File: config.mk
export PLATFORM = sky130hd
export DESIGN_NAME = pedal_plausibility_torque_fsm_top
export DESIGN_NICKNAME = d
export VERILOG_FILES = /design/src/rtl/core/ppt_pkg.sv /design/src/rtl/core/pedal_plausibility_torque_fsm_top.sv /design/src/rtl/core/ppt_front.sv /design/src/rtl/core/ppt_core.sv
export SDC_FILE = /design/constraint.sdc
export NUM_CORES = 1
export LEC_CHECK = 0
export ABC_AREA = 1
export BUFFER_PORTS_ARGS = -buffer_cell sky130_fd_sc_hd__buf_2
export CELL_PAD_IN_SITES_DETAIL_PLACEMENT = 0
export CELL_PAD_IN_SITES_GLOBAL_PLACEMENT = 2
export CORE_MARGIN = 8
export CORE_UTILIZATION = 36
export CTS_BUF_LIST = sky130_fd_sc_hd__clkbuf_8
export CTS_CLUSTER_DIAMETER = 30
export DETAILED_ROUTE_END_ITERATION = 16
export PLACE_DENSITY = 0.91
export SYNTH_ARGS = -nofsm -noshare
export SYNTH_HDL_FRONTEND = slang
export SYNTH_HIERARCHICAL = 1
export SYNTH_SLANG_ARGS = --single-unit
File: constraint.sdc
create_clock -name aclk -period 6.3 [get_ports aclk]
set_input_delay 1.26 -clock aclk [delete_from_list [all_inputs] [get_ports aclk]]
set_output_delay 1.26 -clock aclk [all_outputs]
set_load 0.01 [all_outputs]
File: src/rtl/core/ppt_pkg.sv
`default_nettype none
package ppt_pkg;

    typedef enum logic [1:0] {
        MODE_STOP = 2'd0,
        MODE_CAL  = 2'd1,
        MODE_BUZZ = 2'd2,
        MODE_RUN  = 2'd3
    } mode_t;

    typedef enum logic [1:0] {
        FAULT_NONE     = 2'd0,
        FAULT_RANGE    = 2'd1,
        FAULT_CONFLICT = 2'd2
    } fault_t;

    // configuration register indexes
    localparam int CFG_IDX_W = 1;
    localparam logic [CFG_IDX_W-1:0] REG_REGEN_ON   = 1'd0;
    localparam logic [CFG_IDX_W-1:0] REG_BUZZ_TICKS = 1'd1;
    localparam int CFG_DATA_W = 16;
    localparam logic [15:0] BUZZ_TICKS_RESET = 16'd1500;

    // thresholds in raw sample units (1/16)
    localparam int APPS_LEFT_MAX  = -2400;
    localparam int APPS_RIGHT_MIN = 2400;
    localparam int BPPS_MIN       = 800;
    localparam int BRAKE_LOW      = -80;
    localparam int BRAKE_HIGH     = 1320;
    localparam int DEAD_LEFT_MIN  = -1200;
    localparam int DEAD_RIGHT_MAX = 1200;
    // command limits in 1/32 units
    localparam int CMD_MAX        = 48000;
    localparam int REGEN_FLOOR    = -9600;
    localparam int LATCH_SET_MIN  = 7200;
    localparam int LATCH_CLR_MAX  = 2400;
    localparam int CMD_BIAS       = 9610;   // floor offset plus half of 20

    // scaled command: (cmd + bias) / 4, always below 2**14
    localparam int SCALED_W  = 14;
    localparam int RECIP_W   = 16;
    localparam logic [RECIP_W-1:0] RECIP_DIV5 = 16'd52429;  // 2**18 / 5, rounded up
    localparam int RECIP_SH  = 18;
    localparam int QUOT_W    = 12;

    localparam int TORQUE_W  = 13;
    localparam logic signed [TORQUE_W-1:0] TORQUE_OFFSET = 13'sd480;

    typedef struct packed {
        logic                sw_released;
        logic                logging;
        logic                apps;
        logic                bpps;
        logic                range_fault;
        logic                brake_sum_hi;
        logic                cmd_hi;
        logic                cmd_lo;
        logic                deadband;
        logic [SCALED_W-1:0] scaled;
    } flags_t;

endpackage
`default_nettype wire

File: src/rtl/core/pedal_plausibility_torque_fsm_top.sv
// Path: an input beat passes the input register, then the result register.
// Throughput: one tick per cycle while m_tready is high; an empty input
//   register still takes a new beat while a result waits.
// Reset (aresetn low, synchronous): mode stopped, buzz counter, latch,
//   lamp and buzzer cleared, both stages empty, regen off, buzz_ticks 1500.
`default_nettype none
module pedal_plausibility_torque_fsm_top #(
    parameter int SAMPLE_BITS = 16
) (
    input  wire logic                                aclk,
    input  wire logic                                aresetn,
    input  wire logic                                s_tvalid,
    output logic                                     s_tready,
    // accel_left, accel_right, brake_left, brake_right, ready_switch,
    // logging_active, zero fill
    input  wire logic [((4*SAMPLE_BITS+2+7)/8)*8-1:0] s_tdata,
    output logic                                     m_tvalid,
    input  wire logic                                m_tready,
    // torque_cmd[12:0], mode[14:13], ready_lamp[15], buzzer[16],
    // fault[18:17], zero fill
    output logic [23:0]                              m_tdata,
    input  wire logic                                cfg_valid,
    output logic                                     cfg_ready,
    input  wire logic [ppt_pkg::CFG_IDX_W-1:0]       cfg_index,
    input  wire logic [ppt_pkg::CFG_DATA_W-1:0]      cfg_data
);

    localparam int SB = SAMPLE_BITS;

    logic        regen_on_reg;
    logic [15:0] buzz_ticks_reg;

    logic            flags_valid, flags_take;
    ppt_pkg::flags_t flags;

    logic signed [ppt_pkg::TORQUE_W-1:0] torque_cmd;
    logic [1:0]                          mode;
    logic                                ready_lamp;
    logic                                buzzer;
    logic [1:0]                          fault;

    assign cfg_ready = 1'b1;

    always_ff @(posedge aclk) begin
        if (!aresetn) begin
            regen_on_reg   <= 1'b0;
            buzz_ticks_reg <= ppt_pkg::BUZZ_TICKS_RESET;
        end else if (cfg_valid && cfg_ready) begin
            case (cfg_index)
                ppt_pkg::REG_REGEN_ON:   regen_on_reg   <= cfg_data[0];
                ppt_pkg::REG_BUZZ_TICKS: buzz_ticks_reg <= cfg_data[15:0];
                default: begin
                    regen_on_reg <= regen_on_reg;
                end
            endcase
        end
    end

    ppt_front #(
        .SAMPLE_BITS(SAMPLE_BITS)
    ) u_front (
        .aclk           (aclk),
        .aresetn        (aresetn),
        .in_valid       (s_tvalid),
        .in_ready       (s_tready),
        .accel_left     (s_tdata[0*SB +: SB]),
        .accel_right    (s_tdata[1*SB +: SB]),
        .brake_left     (s_tdata[2*SB +: SB]),
        .brake_right    (s_tdata[3*SB +: SB]),
        .ready_switch   (s_tdata[4*SB]),
        .logging_active (s_tdata[4*SB+1]),
        .regen_on       (regen_on_reg),
        .flags_valid    (flags_valid),
        .flags_take     (flags_take),
        .flags          (flags)
    );

    ppt_core u_core (
        .aclk        (aclk),
        .aresetn     (aresetn),
        .flags_valid (flags_valid),
        .flags_take  (flags_take),
        .flags       (flags),
        .buzz_ticks  (buzz_ticks_reg),
        .out_valid   (m_tvalid),
        .out_ready   (m_tready),
        .torque_cmd  (torque_cmd),
        .mode        (mode),
        .ready_lamp  (ready_lamp),
        .buzzer      (buzzer),
        .fault       (fault)
    );

    assign m_tdata = {5'd0, fault, buzzer, ready_lamp, mode, torque_cmd};

endmodule
`default_nettype wire

File: src/rtl/core/ppt_front.sv
`default_nettype none
module ppt_front #(
    parameter int SAMPLE_BITS = 16
) (
    input  wire logic                          aclk,
    input  wire logic                          aresetn,
    input  wire logic                          in_valid,
    output logic                               in_ready,
    input  wire logic signed [SAMPLE_BITS-1:0] accel_left,
    input  wire logic signed [SAMPLE_BITS-1:0] accel_right,
    input  wire logic signed [SAMPLE_BITS-1:0] brake_left,
    input  wire logic signed [SAMPLE_BITS-1:0] brake_right,
    input  wire logic                          ready_switch,
    input  wire logic                          logging_active,
    input  wire logic                          regen_on,
    output logic                               flags_valid,
    input  wire logic                          flags_take,
    output ppt_pkg::flags_t                    flags
);

    localparam int W = (SAMPLE_BITS + 2 > 18) ? SAMPLE_BITS + 2 : 18;

    localparam logic signed [W-1:0] APPS_L   = W'(ppt_pkg::APPS_LEFT_MAX);
    localparam logic signed [W-1:0] APPS_R   = W'(ppt_pkg::APPS_RIGHT_MIN);
    localparam logic signed [W-1:0] BPPS     = W'(ppt_pkg::BPPS_MIN);
    localparam logic signed [W-1:0] BRK_LO   = W'(ppt_pkg::BRAKE_LOW);
    localparam logic signed [W-1:0] BRK_HI   = W'(ppt_pkg::BRAKE_HIGH);
    localparam logic signed [W-1:0] DEAD_L   = W'(ppt_pkg::DEAD_LEFT_MIN);
    localparam logic signed [W-1:0] DEAD_R   = W'(ppt_pkg::DEAD_RIGHT_MAX);
    localparam logic signed [W-1:0] CMD_TOP  = W'(ppt_pkg::CMD_MAX);
    localparam logic signed [W-1:0] FLOOR_RG = W'(ppt_pkg::REGEN_FLOOR);
    localparam logic signed [W-1:0] SET_MIN  = W'(ppt_pkg::LATCH_SET_MIN);
    localparam logic signed [W-1:0] CLR_MAX  = W'(ppt_pkg::LATCH_CLR_MAX);
    localparam logic signed [W-1:0] BIAS     = W'(ppt_pkg::CMD_BIAS);

    logic signed [W-1:0] al, ar, bl, br;
    logic signed [W-1:0] floor_val, cmd_raw, cmd_clamp, cmd_biased;
    ppt_pkg::flags_t     flags_new;
    logic                valid_reg, valid_next;
    ppt_pkg::flags_t     flags_reg;

    assign al = W'(accel_left);
    assign ar = W'(accel_right);
    assign bl = W'(brake_left);
    assign br = W'(brake_right);

    always_comb begin
        floor_val = regen_on ? FLOOR_RG : '0;
        cmd_raw   = ar - al + floor_val;
        if (cmd_raw > CMD_TOP) begin
            cmd_clamp = CMD_TOP;
        end else if (cmd_raw < floor_val) begin
            cmd_clamp = floor_val;
        end else begin
            cmd_clamp = cmd_raw;
        end
        cmd_biased = cmd_clamp + BIAS;

        flags_new.sw_released  = ready_switch;
        flags_new.logging      = logging_active;
        flags_new.apps         = (al < APPS_L) && (ar > APPS_R);
        flags_new.bpps         = (bl > BPPS) && (br > BPPS);
        flags_new.range_fault  = (bl < BRK_LO) || (br < BRK_LO) ||
                                 (bl > BRK_HI) || (br > BRK_HI);
        flags_new.brake_sum_hi = (bl + br) > BPPS;
        flags_new.cmd_hi       = cmd_clamp >= SET_MIN;
        flags_new.cmd_lo       = cmd_clamp <= CLR_MAX;
        flags_new.deadband     = (al >= DEAD_L) && (ar <= DEAD_R);
        // divide by four here, the divide by five follows in the core
        flags_new.scaled       = cmd_biased[ppt_pkg::SCALED_W+1:2];
    end

    assign in_ready = !valid_reg || flags_take;

    always_comb begin
        valid_next = valid_reg;
        if (in_valid && in_ready) begin
            valid_next = 1'b1;
        end else if (flags_take) begin
            valid_next = 1'b0;
        end
    end

    always_ff @(posedge aclk) begin
        if (!aresetn) begin
            valid_reg <= 1'b0;
        end else begin
            valid_reg <= valid_next;
        end
    end

    always_ff @(posedge aclk) begin
        if (in_valid && in_ready) begin
            flags_reg <= flags_new;
        end
    end

    assign flags_valid = valid_reg;
    assign flags       = flags_reg;

endmodule
`default_nettype wire

File: src/rtl/core/ppt_core.sv
`default_nettype none
module ppt_core (
    input  wire logic                             aclk,
    input  wire logic                             aresetn,
    input  wire logic                             flags_valid,
    output logic                                  flags_take,
    input  wire ppt_pkg::flags_t                  flags,
    input  wire logic [15:0]                      buzz_ticks,
    output logic                                  out_valid,
    input  wire logic                             out_ready,
    output logic signed [ppt_pkg::TORQUE_W-1:0]   torque_cmd,
    output logic [1:0]                            mode,
    output logic                                  ready_lamp,
    output logic                                  buzzer,
    output logic [1:0]                            fault
);

    localparam int PROD_W = ppt_pkg::SCALED_W + ppt_pkg::RECIP_W;

    ppt_pkg::mode_t mode_reg, mode_next;
    logic [15:0]    buzz_count_reg, buzz_count_next, buzz_inc;
    logic           latch_reg, latch_next;
    logic           lamp_reg, lamp_next;
    logic           buzzer_reg, buzzer_next;
    logic           out_valid_reg, out_valid_next;

    logic signed [ppt_pkg::TORQUE_W-1:0] torque_reg, torque_next;
    ppt_pkg::fault_t                     fault_reg, fault_next;

    logic [PROD_W-1:0]                   prod;
    logic [ppt_pkg::QUOT_W-1:0]          quot;
    logic                                zero;

    assign flags_take = flags_valid && (!out_valid_reg || out_ready);
    assign buzz_inc   = buzz_count_reg + 16'd1;

    // mode transitions
    always_comb begin
        mode_next = mode_reg;
        if (flags_take) begin
            case (mode_reg)
                ppt_pkg::MODE_STOP: begin
                    if (!flags.sw_released) begin
                        if (flags.apps && !flags.bpps) begin
                            mode_next = ppt_pkg::MODE_CAL;
                        end else if (!flags.apps && flags.bpps) begin
                            mode_next = ppt_pkg::MODE_BUZZ;
                        end
                    end
                end
                ppt_pkg::MODE_CAL: begin
                    if (flags.sw_released) begin
                        mode_next = ppt_pkg::MODE_STOP;
                    end
                end
                ppt_pkg::MODE_BUZZ: begin
                    if (buzz_inc >= buzz_ticks) begin
                        mode_next = ppt_pkg::MODE_RUN;
                    end
                end
                ppt_pkg::MODE_RUN: begin
                    mode_next = ppt_pkg::MODE_RUN;
                end
                default: begin
                    mode_next = ppt_pkg::MODE_STOP;
                end
            endcase
        end
    end

    // torque scaling: quotient of scaled by five through the reciprocal
    assign prod = PROD_W'(flags.scaled) * PROD_W'(ppt_pkg::RECIP_DIV5);
    assign quot = prod[ppt_pkg::RECIP_SH +: ppt_pkg::QUOT_W];

    // per-mode outputs and side state
    always_comb begin
        buzz_count_next = buzz_count_reg;
        latch_next      = latch_reg;
        lamp_next       = lamp_reg;
        buzzer_next     = buzzer_reg;
        fault_next      = ppt_pkg::FAULT_NONE;
        zero            = 1'b1;
        case (mode_reg)
            ppt_pkg::MODE_STOP: begin
                lamp_next = 1'b0;
                if (!flags.sw_released && !flags.apps && flags.bpps) begin
                    buzz_count_next = '0;
                end
            end
            ppt_pkg::MODE_CAL: begin
                lamp_next = lamp_reg;
            end
            ppt_pkg::MODE_BUZZ: begin
                lamp_next       = 1'b1;
                buzzer_next     = !buzzer_reg;
                buzz_count_next = buzz_inc;
            end
            ppt_pkg::MODE_RUN: begin
                zero = 1'b0;
                if (!flags.logging) begin
                    if (flags.range_fault) begin
                        zero       = 1'b1;
                        fault_next = ppt_pkg::FAULT_RANGE;
                    end else if (!latch_reg && flags.brake_sum_hi && flags.cmd_hi) begin
                        latch_next = 1'b1;
                        zero       = 1'b1;
                        fault_next = ppt_pkg::FAULT_CONFLICT;
                    end else if (latch_reg && !flags.cmd_lo) begin
                        zero       = 1'b1;
                        fault_next = ppt_pkg::FAULT_CONFLICT;
                    end else if (latch_reg) begin
                        latch_next = 1'b0;
                    end
                end
                if (flags.deadband) begin
                    zero = 1'b1;
                end
            end
            default: begin
                zero = 1'b1;
            end
        endcase
        torque_next = zero ? '0
                           : signed'(ppt_pkg::TORQUE_W'(quot)) - ppt_pkg::TORQUE_OFFSET;
    end

    always_comb begin
        out_valid_next = out_valid_reg;
        if (flags_take) begin
            out_valid_next = 1'b1;
        end else if (out_ready) begin
            out_valid_next = 1'b0;
        end
    end

    always_ff @(posedge aclk) begin
        if (!aresetn) begin
            mode_reg       <= ppt_pkg::MODE_STOP;
            buzz_count_reg <= '0;
            latch_reg      <= 1'b0;
            lamp_reg       <= 1'b0;
            buzzer_reg     <= 1'b0;
            out_valid_reg  <= 1'b0;
        end else begin
            mode_reg      <= mode_next;
            out_valid_reg <= out_valid_next;
            if (flags_take) begin
                buzz_count_reg <= buzz_count_next;
                latch_reg      <= latch_next;
                lamp_reg       <= lamp_next;
                buzzer_reg     <= buzzer_next;
            end
        end
    end

    // result beat payload
    always_ff @(posedge aclk) begin
        if (flags_take) begin
            torque_reg <= torque_next;
            fault_reg  <= fault_next;
        end
    end

    assign out_valid  = out_valid_reg;
    assign torque_cmd = torque_reg;
    assign mode       = mode_reg;
    assign ready_lamp = lamp_reg;
    assign buzzer     = buzzer_reg;
    assign fault      = fault_reg;

endmodule
`default_nettype wire

==> flow_summary.yaml <==
run_status:
  status: "complete, no violations"
timing:
  min_period_ns: 5.75
  layout_setup_ws_ns: 0.551
  tns_ns: 0
  maxSlewViolCount: 0
  period_share_pct: 91.3
  setup_violations: 0
  hold_violations: 0
  hold_slack_ns: 0.483
  rsz0062_at_grt: "false"
  slew_headroom_pct: 16.5
  fmax_mhz: 174
  worst-slew-pin-transition_ns: 1.24
  fin_worst_skew_ns: 0.0200
route:
  dr_total_vias: 9982
  wl_mm: 28.2
  drt_iter0_drc: 459
  detail_route.wl_per_cell_um: 13.5
  first_pass_iters: 7
  ant_nets: 0
  drc: 0
  viasPerCell: 4.77
die:
  fp.dieH_um: 194
  die_area_um2: 37500
  ios: 121
  core_region_area_um2: 31300
  initial_utilization_pct: 36.3
  num_rows: 65
  die_x_um: 194
setup_path:
  crit_path_end_kind: "flip-flop"
  cp.required_ns: 6.42
  crit_arrival_ns: 5.87
  path_max_fanout: 4
  critPathLaunchType: "flip-flop"
  crit_type: "reg2reg"
  rrSetupSlack_ns: 0.55
synthesis:
  synth_ff_type: "dfxtp_1"
  avgSynthCellArea_um2: 7.22
  syn_area_um2: 11400
  ys_warn_count: 6
  synth-async-reset-ratio_pct: 0
  yosys.cell_types.count: 63
  synth-seq-cells: 78
  synth_edf_count: 38
  synth_cells: 1575
  yosysSeqAreaShare_pct: 17.1
global_routing:
  grt_max_degree: 24
  grt_use_met3_pct: 1.86
  grt_util_met2_pct: 27.9
  grt_usage_pct: 15.2
  antenna_found_initial: 1
  grtUsageMet1_pct: 18.6
  busiest_layer: "met2"
  grt_pass1_vias: 10340
  grt_pass1_wl_mm: 48.4
  grt_overflow: 0
clocking:
  clk-insertion-delay-late_ns: 0.38
  cts_buffers: 9
  cts-root-buf: "clkbuf_8"
  htreeDepth: 3
  cts.clk_slew.worst_paths_ns: 0.10
  clock-sinks: 78
  post_cts_buffers: 0
  cts_hold_buf: 0
  cts_max_path_buffers: 2
  cts_tree: "built"
  cts_resized: 0
min_path:
  hp-class: "reg2reg"
place:
  dp_slack_ns: 0.223
  portBuffers: 108
  placedInstanceArea_um2: 12300
  hpwl_mm: 24.5
  routabilityCongestion: 0.820
cells_and_area:
  diodes: 0
  postLayoutCellArea_um2: 12500
  areaGrowthSynthToFinish_pct: 10.2
  drive_above_1_share_pct: 13.3
  nets: 2012
  largest_reg_flops: 23
flow_run:
  cap_violations: 0
-- critical path, stage by stage (launching register included) --
cell and delay [ns]:
edfxtp_1 0.43, inv_1 0.07, ha_1 0.34, fa_1 0.66
fa_1 0.49, fa_1 0.56, inv_1 0.05, fa_1 0.49
inv_1 0.05, fa_1 0.49, inv_1 0.04, ha_1 0.30
nand2_1 0.08, inv_1 0.08, nand2_1 0.09, nor2_1 0.13
nand2_1 0.06, or2_1 0.25, nand3_1 0.08, nand2_1 0.06
nand2_2 0.10, ha_1 0.19, nand3_1 0.16, o21ai_0 0.18
a21oi_1 0.06
-- through the flow --
stage | util [%] | std cells
3_3_place_gp | 39.4 | 2076
6_report | 40.0 | 2092
4_1_cts | 40.0 | 2092
3_5_place_dp | 39.4 | 2076
5_1_grt | 40.0 | 2092
2_1_floorplan | - | 1579
-- synthesized netlist by cell type (all sizes together) (5+ instances only) --
cell type	n	area [um^2]
edfxtp	38	1140
inv	308	1160
a31oi	5	31.3
xnor2	14	145
nand3	88	515
o21ai	49	257
nand2	400	1600
ha	171	2140
a21oi	104	554
fa	62	1240
o211ai	7	52.6
xor2	28	268
nand3b	6	45.0
nor3	23	120
dfxtp	40	801
nor4	6	37.5
nor2	135	592
buf	13	110
nand4	31	213
o21bai	8	60.1
clkbuf	5	18.8
-- placed cells by master, fill, tap and decap left out, types with 9 or more instances in the layout --
cell type and instances:
nand2_1 374, inv_1 301, ha_1 171, nor2_1 111
buf_2 108, a21oi_1 96, nand3_1 76, fa_1 62
o21ai_0 40, dfxtp_1 40, edfxtp_1 38, nand4_1 28
xor2_1 25, nor3_1 22, nor2_2 19, nand2_2 19
xnor2_1 11, nand3_2 10, clkbuf_8 9
-- layout make-up --
type	count	area (um^2)
well taps	402	503
clock inverters	7	65.1
multi-input cells	1174	8150
inverters	309	1160
fillers	3334	18800
clock buffers	9	124
repair buffers	113	578
flip-flops and latches	78	1940
-- routing by layer --
layer,vias up,part of all wire (%)
met5,-,0.032
met4,2,1.4
met3,24,2.5
met2,121,49
met1,4545,47
li1,5290,-
-- worst paths after layout --
| check | from | endpoint | cells after the start |
|---|---|---|---|
| min | buzz_ticks_reg[8]$_SDFFE_PN1P_ | buzz_ticks_reg[8]$_SDFFE_PN1P_ | 2 |
| min reg2reg | buzz_ticks_reg[8]$_SDFFE_PN1P_ | buzz_ticks_reg[8]$_SDFFE_PN1P_ | 2 |
| max reg2reg | u_front/flags[12]$_DFFE_PP_ | u_core/torque_cmd[9]$_SDFFCE_PP0P_ | 24 |
| max | u_front/flags[12]$_DFFE_PP_ | u_core/torque_cmd[9]$_SDFFCE_PP0P_ | 24 |
-- logic make-up after synthesis --
group,share of synthesized area [%]
buffers and inverters,11.4
and+or+nand+nor,27.9
other,0.0661
xor gates and xnor gates,3.63
AOI/OAI and AO/OA,10.2
adders and majority gates,29.7
DFF,17.1
Power is left out: the tool's default activity adds up to more than one toggle a clock period on the data nets, which glitch-free logic cannot reach.
